--- src/rtl/core/assert_macros.svh ---
// assertion macros shared by the decoder rtl
`ifndef ASSERT_MACROS_SVH
`define ASSERT_MACROS_SVH

// property checked every clock, off during reset
`define RFPW_ASSERT(lbl, clk, rst, prop, msg) \
   lbl: assert property (@(posedge clk) disable iff (rst) (prop)) else $error(msg);

// consequence checked in the clock cycle after the antecedent
`define RFPW_ASSERT_NEXT(lbl, clk, rst, ante, cons, msg) \
   lbl: assert property (@(posedge clk) disable iff (rst) (ante) |=> (cons)) else $error(msg);

`endif

--- src/rtl/core/rfpw_pkg.sv ---
`timescale 1ns / 1ps
`default_nettype none
// ----------------------------------------------------------------------------
// rfpw_pkg
// shared types and constants of the pulse-width remote code decoder
// ----------------------------------------------------------------------------
package rfpw_pkg;

   localparam int TIME_W        = 32;
   localparam int CODE_W        = 32;
   localparam int LIMIT_W       = 16;
   localparam int LIGHT_W       = 8;
   localparam int MATCH_INDEX_W = 2;
   localparam int MAX_CODES     = 4;
   localparam int NUM_CODES_DEFAULT = 4;
   localparam int QUEUE_DEPTH   = 2;

   localparam int CSR_INDEX_W = 3;
   localparam int CSR_DATA_W  = 40;

   // register indexes
   localparam logic [CSR_INDEX_W-1:0] REG_SYNC_MIN    = 3'd0;
   localparam logic [CSR_INDEX_W-1:0] REG_SYNC_MAX    = 3'd1;
   localparam logic [CSR_INDEX_W-1:0] REG_SHORT_LIMIT = 3'd2;
   localparam logic [CSR_INDEX_W-1:0] REG_LONG_LIMIT  = 3'd3;
   localparam logic [CSR_INDEX_W-1:0] REG_ENTRY_ZERO  = 3'd4;
   localparam logic [CSR_INDEX_W-1:0] REG_ENTRY_ONE   = 3'd5;
   localparam logic [CSR_INDEX_W-1:0] REG_ENTRY_TWO   = 3'd6;
   localparam logic [CSR_INDEX_W-1:0] REG_ENTRY_THREE = 3'd7;

   localparam logic [LIGHT_W-1:0] NO_LIGHT = 8'hFF;

   localparam logic [LIMIT_W-1:0] SYNC_MIN_RESET    = 16'd9000;
   localparam logic [LIMIT_W-1:0] SYNC_MAX_RESET    = 16'd11000;
   localparam logic [LIMIT_W-1:0] SHORT_LIMIT_RESET = 16'd500;
   localparam logic [LIMIT_W-1:0] LONG_LIMIT_RESET  = 16'd1500;

   typedef struct packed {
      logic [LIMIT_W-1:0] sync_min;
      logic [LIMIT_W-1:0] sync_max;
      logic [LIMIT_W-1:0] short_limit;
      logic [LIMIT_W-1:0] long_limit;
   } timing_cfg_type;

   // same bit layout as the register: light id on top, code below
   typedef struct packed {
      logic [LIGHT_W-1:0] light;
      logic [CODE_W-1:0]  code;
   } entry_type;

   typedef struct packed {
      logic              valid;
      logic [CODE_W-1:0] code;
   } code_rec_type;

   typedef struct packed {
      logic                     found;
      logic [MATCH_INDEX_W-1:0] index;
      logic [LIGHT_W-1:0]       light;
      logic                     toggle;
      logic [CODE_W-1:0]        code;
   } result_type;

endpackage
`default_nettype wire

--- src/rtl/core/rf_pulse_width_code_decoder.sv ---
`timescale 1ns / 1ps
`default_nettype none
// ----------------------------------------------------------------------------
// rf_pulse_width_code_decoder
// pulse-width remote code decoder with a four-entry code table
// ----------------------------------------------------------------------------
// usage
//  - req channel: one request per received edge, carrying its microsecond
//    timestamp; taken when req_valid is high and req_stall is low
//  - gaps between edges shift 0 or 1 bits into a 32-bit code word; a sync gap
//    closes the word and produces one rsp with the code and its table match
//  - edges that are not sync gaps produce no rsp
//  - throughput: one request per cycle while req_stall is low; the intake
//    does the subtract, compares and shift combinationally
//  - a taken sync edge's code word is registered in the queue, then in the
//    output register of the matcher, before it shows on rsp
//  - a two-deep queue parts intake and matcher; req_stall rises only when it
//    is full, i.e. while rsp has been stalled for a while
//  - rsp_stall holds the result steady; nothing is dropped
//  - user must make csr writes only while the block is idle (not enforced)
//  - reset (synchronous): timing limits and table return to defaults, code
//    word and last edge time clear to zero, queue and output empty
// ----------------------------------------------------------------------------
module rf_pulse_width_code_decoder import rfpw_pkg::*; #(
   parameter int NUM_CODES = NUM_CODES_DEFAULT
) (
   input  wire logic                     clock,
   input  wire logic                     reset,
   // request channel
   input  wire logic                     req_valid,
   output logic                          req_stall,
   input  wire logic [TIME_W-1:0]        req_edge_time_us,
   // result channel
   output logic                          rsp_valid,
   input  wire logic                     rsp_stall,
   output logic [CODE_W-1:0]             rsp_received_code,
   output logic                          rsp_match_found,
   output logic [MATCH_INDEX_W-1:0]      rsp_match_index,
   output logic [LIGHT_W-1:0]            rsp_light_id,
   output logic                          rsp_toggle_light,
   // register write port
   input  wire logic                     csr_write_enable,
   input  wire logic [CSR_INDEX_W-1:0]   csr_index,
   input  wire logic [CSR_DATA_W-1:0]    csr_write_data
);

   timing_cfg_type timing_ff;
   entry_type      entries_ff [MAX_CODES];
   logic           req_accept;
   code_rec_type   push;
   code_rec_type   head;
   logic           pop;
   logic           queue_full;
   result_type     rsp_data;

   // configuration registers
   always_ff @(posedge clock) begin
      if (reset) begin
         timing_ff.sync_min    <= SYNC_MIN_RESET;
         timing_ff.sync_max    <= SYNC_MAX_RESET;
         timing_ff.short_limit <= SHORT_LIMIT_RESET;
         timing_ff.long_limit  <= LONG_LIMIT_RESET;
         for (int k = 0; k < MAX_CODES; k++) begin
            entries_ff[k] <= '{light: NO_LIGHT, code: '0};
         end
      end else if (csr_write_enable) begin
         case (csr_index)
            REG_SYNC_MIN:    timing_ff.sync_min    <= csr_write_data[LIMIT_W-1:0];
            REG_SYNC_MAX:    timing_ff.sync_max    <= csr_write_data[LIMIT_W-1:0];
            REG_SHORT_LIMIT: timing_ff.short_limit <= csr_write_data[LIMIT_W-1:0];
            REG_LONG_LIMIT:  timing_ff.long_limit  <= csr_write_data[LIMIT_W-1:0];
            REG_ENTRY_ZERO:  entries_ff[0] <= entry_type'(csr_write_data);
            REG_ENTRY_ONE:   entries_ff[1] <= entry_type'(csr_write_data);
            REG_ENTRY_TWO:   entries_ff[2] <= entry_type'(csr_write_data);
            REG_ENTRY_THREE: entries_ff[3] <= entry_type'(csr_write_data);
            default: begin
            end
         endcase
      end
   end

   // intake stalls only when no room is left for a finished code word
   assign req_stall  = queue_full;
   assign req_accept = req_valid && !queue_full;

   rfpw_front u_front (
      .clock     (clock),
      .reset     (reset),
      .accept    (req_accept),
      .edge_time (req_edge_time_us),
      .timing    (timing_ff),
      .push      (push)
   );

   rfpw_queue u_queue (
      .clock (clock),
      .reset (reset),
      .wr    (push),
      .pop   (pop),
      .rd    (head),
      .full  (queue_full)
   );

   rfpw_back #(
      .NUM_CODES (NUM_CODES)
   ) u_back (
      .clock     (clock),
      .reset     (reset),
      .rd        (head),
      .pop       (pop),
      .entries   (entries_ff),
      .out_stall (rsp_stall),
      .out_valid (rsp_valid),
      .out_data  (rsp_data)
   );

   assign rsp_received_code = rsp_data.code;
   assign rsp_match_found   = rsp_data.found;
   assign rsp_match_index   = rsp_data.index;
   assign rsp_light_id      = rsp_data.light;
   assign rsp_toggle_light  = rsp_data.toggle;

endmodule
`default_nettype wire

--- src/rtl/core/rfpw_front.sv ---
`timescale 1ns / 1ps
`default_nettype none
// ----------------------------------------------------------------------------
// rfpw_front
// edge intake: gap measurement, gap classification and code accumulation
// ----------------------------------------------------------------------------
module rfpw_front import rfpw_pkg::*; (
   input  wire logic              clock,
   input  wire logic              reset,
   input  wire logic              accept,
   input  wire logic [TIME_W-1:0] edge_time,
   input  wire timing_cfg_type    timing,
   output code_rec_type           push
);

   logic [TIME_W-1:0] last_ff, last_in;
   logic [CODE_W-1:0] shift_ff, shift_in;
   logic [TIME_W-1:0] gap;
   logic              is_sync;
   logic              is_zero;
   logic              is_one;
   logic [CODE_W-1:0] base;

   always_comb begin
      gap     = edge_time - last_ff;
      is_sync = (gap > TIME_W'(timing.sync_min)) && (gap < TIME_W'(timing.sync_max));
      is_zero = gap < TIME_W'(timing.short_limit);
      is_one  = (gap > TIME_W'(timing.short_limit)) && (gap < TIME_W'(timing.long_limit));
      base    = is_sync ? '0 : shift_ff;
      if (is_zero) begin
         shift_in = {base[CODE_W-2:0], 1'b0};
      end else if (is_one) begin
         shift_in = {base[CODE_W-2:0], 1'b1};
      end else begin
         shift_in = base;
      end
      last_in    = edge_time;
      push.valid = accept && is_sync;
      push.code  = shift_ff;
   end

   always_ff @(posedge clock) begin
      if (reset) begin
         last_ff  <= '0;
         shift_ff <= '0;
      end else if (accept) begin
         last_ff  <= last_in;
         shift_ff <= shift_in;
      end
   end

endmodule
`default_nettype wire

--- src/rtl/core/rfpw_queue.sv ---
`timescale 1ns / 1ps
`default_nettype none
`include "assert_macros.svh"
// ----------------------------------------------------------------------------
// rfpw_queue
// short fifo of finished code words between intake and matcher
// ----------------------------------------------------------------------------
module rfpw_queue import rfpw_pkg::*; (
   input  wire logic         clock,
   input  wire logic         reset,
   input  wire code_rec_type wr,
   input  wire logic         pop,
   output code_rec_type      rd,
   output logic              full
);

   localparam int PTR_W = (QUEUE_DEPTH > 1) ? $clog2(QUEUE_DEPTH) : 1;
   localparam int CNT_W = $clog2(QUEUE_DEPTH + 1);
   localparam logic [PTR_W-1:0] LAST_PTR = PTR_W'(QUEUE_DEPTH - 1);
   localparam logic [CNT_W-1:0] FULL_CNT = CNT_W'(QUEUE_DEPTH);

   logic [CODE_W-1:0] slot_ff [QUEUE_DEPTH];
   logic [PTR_W-1:0]  wr_ptr_ff, wr_ptr_in;
   logic [PTR_W-1:0]  rd_ptr_ff, rd_ptr_in;
   logic [CNT_W-1:0]  count_ff, count_in;
   logic              do_push;
   logic              do_pop;

   always_comb begin
      do_push   = wr.valid && !full;
      do_pop    = pop && rd.valid;
      wr_ptr_in = do_push ? ((wr_ptr_ff == LAST_PTR) ? '0 : wr_ptr_ff + 1'b1) : wr_ptr_ff;
      rd_ptr_in = do_pop  ? ((rd_ptr_ff == LAST_PTR) ? '0 : rd_ptr_ff + 1'b1) : rd_ptr_ff;
      count_in  = count_ff;
      if (do_push && !do_pop) begin
         count_in = count_ff + 1'b1;
      end else if (do_pop && !do_push) begin
         count_in = count_ff - 1'b1;
      end
   end

   assign full     = (count_ff == FULL_CNT);
   assign rd.valid = (count_ff != '0);
   assign rd.code  = slot_ff[rd_ptr_ff];

   always_ff @(posedge clock) begin
      if (reset) begin
         wr_ptr_ff <= '0;
         rd_ptr_ff <= '0;
         count_ff  <= '0;
      end else begin
         wr_ptr_ff <= wr_ptr_in;
         rd_ptr_ff <= rd_ptr_in;
         count_ff  <= count_in;
      end
   end

   always_ff @(posedge clock) begin
      if (do_push) begin
         slot_ff[wr_ptr_ff] <= wr.code;
      end
   end

   `RFPW_ASSERT(a_no_drop, clock, reset, !(wr.valid && full), "code word pushed into full queue")
   `RFPW_ASSERT_NEXT(a_count_up, clock, reset, do_push && !do_pop, count_ff == $past(count_ff) + 1'b1, "queue count did not rise on push")
   `RFPW_ASSERT(a_count_range, clock, reset, count_ff <= FULL_CNT, "queue count beyond depth")

endmodule
`default_nettype wire

--- src/rtl/core/rfpw_back.sv ---
`timescale 1ns / 1ps
`default_nettype none
`include "assert_macros.svh"
// ----------------------------------------------------------------------------
// rfpw_back
// code table match and output register
// ----------------------------------------------------------------------------
module rfpw_back import rfpw_pkg::*; #(
   parameter int NUM_CODES = NUM_CODES_DEFAULT
) (
   input  wire logic         clock,
   input  wire logic         reset,
   input  wire code_rec_type rd,
   output logic              pop,
   input  wire entry_type    entries [MAX_CODES],
   input  wire logic         out_stall,
   output logic              out_valid,
   output result_type        out_data
);

   logic       valid_ff, valid_in;
   result_type data_ff, data_in;

   // lowest matching active entry wins
   always_comb begin
      data_in.found  = 1'b0;
      data_in.index  = '0;
      data_in.light  = NO_LIGHT;
      data_in.toggle = 1'b0;
      data_in.code   = rd.code;
      for (int k = NUM_CODES - 1; k >= 0; k--) begin
         if (entries[k].code == rd.code) begin
            data_in.found  = 1'b1;
            data_in.index  = MATCH_INDEX_W'(k);
            data_in.light  = entries[k].light;
            data_in.toggle = (entries[k].light != NO_LIGHT);
         end
      end
   end

   always_comb begin
      pop      = rd.valid && (!valid_ff || !out_stall);
      valid_in = pop || (valid_ff && out_stall);
   end

   always_ff @(posedge clock) begin
      if (reset) begin
         valid_ff <= 1'b0;
      end else begin
         valid_ff <= valid_in;
      end
   end

   always_ff @(posedge clock) begin
      if (pop) begin
         data_ff <= data_in;
      end
   end

   assign out_valid = valid_ff;
   assign out_data  = data_ff;

   `RFPW_ASSERT(a_nomatch_fields, clock, reset, !(valid_ff && !data_ff.found) || (data_ff.light == NO_LIGHT && data_ff.index == '0 && !data_ff.toggle), "unmatched result carries match fields")
   `RFPW_ASSERT_NEXT(a_hold_on_stall, clock, reset, valid_ff && out_stall, valid_ff && data_ff == $past(data_ff), "result lost while stalled")
   `RFPW_ASSERT(a_pop_when_valid, clock, reset, !pop || rd.valid, "pop from empty queue")

endmodule
`default_nettype wire

--- config.mk ---
export PLATFORM = sky130hd
export DESIGN_NAME = rf_pulse_width_code_decoder
export DESIGN_NICKNAME = d
export VERILOG_FILES = /design/src/rtl/core/rfpw_pkg.sv /design/src/rtl/core/rf_pulse_width_code_decoder.sv /design/src/rtl/core/rfpw_front.sv /design/src/rtl/core/rfpw_queue.sv /design/src/rtl/core/rfpw_back.sv
export VERILOG_INCLUDE_DIRS = /design/src /design/src/rtl/core
export SDC_FILE = /design/constraint.sdc
export NUM_CORES = 1
export LEC_CHECK = 0
export ABC_AREA = 0
export BUFFER_PORTS_ARGS = -buffer_cell sky130_fd_sc_hd__buf_2
export CAP_MARGIN = 20
export CORE_MARGIN = 2
export CORE_UTILIZATION = 45
export DETAILED_ROUTE_END_ITERATION = 8
export PLACE_DENSITY = 0.71
export RECOVER_POWER = 25
export SLEW_MARGIN = 10
export SYNTH_ARGS = -nofsm -noshare
export SYNTH_HDL_FRONTEND = slang
export SYNTH_SLANG_ARGS = --single-unit
--- constraint.sdc ---
create_clock -name clock -period 7.85 [get_ports clock]
set_clock_uncertainty 0.15 [all_clocks]
set_input_delay 0.3925 -clock clock [delete_from_list [all_inputs] [get_ports clock]]
set_output_delay 0.3925 -clock clock [all_outputs]
set_load 0.05 [all_outputs]
==> flow_summary.toml <==
[global_route]
grt_busiest_layer = "met2"
use_met2_pct = 40.4
grt_pass1_wl_um = 85100
grt_start_max_net_pins = 127
gr-usage-all-layers_pct = 24.3
antenna_found_initial = 4
use_met3_pct = 3.96
met1_usage_pct = 31.2
grt-ovfl-total = 0
grt_pass1_vias = 15607

[worst_setup_path]
crit_family = "buffers and inverters"
max_stage_delay_ns = 3.24
critPathMaxFanout = 126
crit_path_end_kind = "flip-flop"
criticalPathCategory = "in -> reg"
r2r_cells = 10
cp.required_ns = 8.21
cp_cell_sequence = "dlymetal6s2s_1, clkbuf_1, nand3b_1"
critical_path_depth = 3
arrival_ns = 6.36
slowest_stage = "dlymetal6s2s_1"
timing.critical_path.buf_inv = 2
start_kind = "input pin"

[routing]
wire_per_inst_um = 18.5
viasPerCell = 5.48
drc = 0
dr.pass1.iters = 5
totalWireLength_um = 55400
final_antenna_net_count = 0
vias = 16416
drtIter0Drc = 1623

[place]
dp.cells = 2853
dpl.hpwl_um = 38500
io_buffers = 125
gp_congestion = 0.931
dp_slack_ns = 2.29

[floorplanning]
die-area_um2 = 45200
fp.dieW_um = 213
die_height_um = 213
initial_core_util_pct = 45.5
core-area_um2 = 43100
floorplan.rows = 76
io_pins = 126

[synthesis]
syn_nets = 2410
synthArstFlopShare_pct = 0
synth-edff-count = 108
ys_ff_latch = 402
syn_area_um2 = 19600
synth-main-ff-cell = "dfxtp_1"
yosysWarnings = 0
postSynthCellCount = 2235
synth_cell_types = 70
ys_seq_area_share_pct = 46.6
avgSynthCellArea_um2 = 8.77

[min_path]
worstHoldPathType = "in -> reg"
min_path_cells = 3

[clock_tree]
htreeDepth = 2
root_buffer = "clkbuf_16"
clock_sinks = 402
cts_buffers = 43
postCtsSetupBuffers = 0
clk_path_buf_depth = 3
cts_tree = "built"
insertion_delay_ns = 0.59
path_clk_slew_ns = 0.06

[layout]
finalNetCount = 2548
drive_above_1_share_pct = 9.72
final_util_pct = 52.7
instances_no_fill = 2993
area_growth_pct = 15.7
fill_cells = 3906

[pwr]
power_leakage_nw = 8.02
powerDensity_nw_per_um2 = 253
ir_drop_mv = 0.169

[timing]
max_slew_margin_pct = -209
period_share_pct = 76.4
setup_viol = 0
drv_slew = 268
worst_slew_pin_slew_ns = 4.64
rsz0062_at_grt = "no"
finalHoldViolations = 0
tns_ns = 0
fmax_mhz = 167
hold-worst-slack_ns = 0.0228
setup_ws_ns = 1.85
period_minus_slack_ns = 6.00

[run_status]
violations = "max-capacitance violations, max-slew violations"
status = "complete, but fails checks"

[job]
maxCapViolations = 4
==> cells in the final DEF (no fill, tap or decap), drive strengths merged, types with 22 or more instances in the layout <==
cell type / instances
dlygate4sd3: 57
a21o: 25
nand2: 530
nand2b: 41
buf: 136
edfxtp: 108
xnor2: 141
ha: 94
nand4: 34
a21oi: 244
a211o: 22
nor4: 38
clkbuf: 78
mux2i: 33
inv: 142
o21ai: 39
o22ai: 32
nand3b: 39
dfxtp: 294
nor2: 66
==> registers in the layout, indices dropped and copies added (netlist names), named ones only <==
register and flops:
u_queue.wr_ptr_ff 1, timing_ff 64, u_front.shift_ff 32, u_back.out_valid 1
u_front.last_ff 32, u_queue.count_ff 2, entries_ff 160, u_back.out_data 44
u_queue.rd_ptr_ff 1, u_queue.slot_ff 64
==> worst register-to-register path, stage by stage, from the launching register on <==
cell	delay, ns
dfxtp_2	0.31
clkbuf_1	1.66
mux2i_1	0.86
xnor2_1	0.31
nor4_1	0.76
nand4_1	0.37
nor2_1	0.36
o21ai_1	0.31
o32ai_1	0.20
o21ai_0	0.16
mux2_2	0.33
==> per-stage QoR <==
| step | total power [mW] | instance area [um2] |
|---|---|---|
| after floorplan | 3.38 | 19600 |
| after global placement | 3.72 | 20700 |
| after detailed placement | 3.75 | 20700 |
| after CTS | 5.75 | 22700 |
| after global routing | 6.00 | 22700 |
| final | 5.74 | 22700 |
==> routing by layer <==
metal | wire length [um] | share of wire [%]
met1 | 23500 | 42
met2 | 25800 | 47
met3 | 3740 | 6.8
met4 | 2280 | 4.1
met5 | 38 | 0.069
==> power breakdown <==
group | switching [mW] | leakage (nW) | total, mW | internal [mW]
logic | 0.970 | 4.07 | 1.41 | 0.443
clock network | 0.862 | 0.679 | 2.00 | 1.13
registers | 0.0504 | 3.27 | 2.33 | 2.28
total | 1.88 | 8.02 | 5.74 | 3.86
==> cell usage after synthesis, types with 5 or more instances <==
cell type | n | area [um2]
clkbuf_2 | 17 | 85.1
nand4_1 | 34 | 213
o21ai_0 | 36 | 180
o32ai_1 | 8 | 70.1
buf_1 | 9 | 33.8
xnor2_1 | 141 | 1230
o21a_1 | 13 | 97.6
nor4_1 | 38 | 238
o22ai_1 | 31 | 194
edfxtp_1 | 108 | 3240
mux2_2 | 8 | 90.1
a21oi_1 | 241 | 1210
nand3b_1 | 39 | 293
nand2_1 | 530 | 1990
o211ai_1 | 15 | 113
ha_1 | 94 | 1180
nor3_1 | 20 | 100
or4_1 | 5 | 37.5
or3_1 | 5 | 31.3
dfxtp_1 | 294 | 5890
nor2_1 | 66 | 248
nand2b_1 | 41 | 257
nor2b_1 | 11 | 68.8
a31oi_1 | 6 | 37.5
mux2i_1 | 33 | 330
a211oi_1 | 12 | 90.1
a2111oi_0 | 5 | 43.8
a211o_1 | 22 | 193
buf_2 | 10 | 50.1
xor2_1 | 9 | 78.8
nand3_1 | 20 | 100
clkbuf_1 | 81 | 304
inv_1 | 140 | 526
a21o_1 | 25 | 188
==> layout make-up <==
| cell class | instances | area [um2] | area share [%] |
|---|---|---|---|
| multi-input combinational | 1573 | 9480 | 41.8 |
| sequential | 402 | 9130 | 40.3 |
| timing repair buffer | 213 | 1430 | 6.31 |
| clock buffer | 59 | 1190 | 5.23 |
| tap | 585 | 732 | 3.23 |
| inverter | 140 | 526 | 2.32 |
| clock inverter | 20 | 198 | 0.872 |
| antenna | 1 | 2.50 | 0.0110 |
==> final timing paths <==
path	startpoint	end	slack (ns)
hold / removal	csr_write_data[13]	entries_ff[13]	0.02
setup / recovery	reset	entries_ff[115]	1.85
setup reg to reg	flip-flop	u_back.out_data[37]	1.86
hold reg to reg	u_front.last_ff[19]	u_front.last_ff[19]	0.30
==> kinds of logic (layout without fill, tap and decap cells) <==
logic type / Yosys count / count (layout) / synth area share, %
xor gates and xnor gates: 150 / 150 / 6.70
and+or+nand+nor: 831 / 831 / 19.1
other: 0 / 1 / 0
buffers and inverters: 260 / 432 / 5.25
DFF: 402 / 402 / 46.6
adders and majority gates: 95 / 95 / 6.10
muxes: 41 / 41 / 2.14
AOI/OAI and AO/OA: 456 / 456 / 14.1
==> timing repair <==
item	in CTS	in global routing
hold buffers	57	0
gates resized for setup	0	0
hold endpoints to repair	135	0
endpoints found under the setup margin	0	0
No activity file was read; power rests on OpenSTA's default activity.
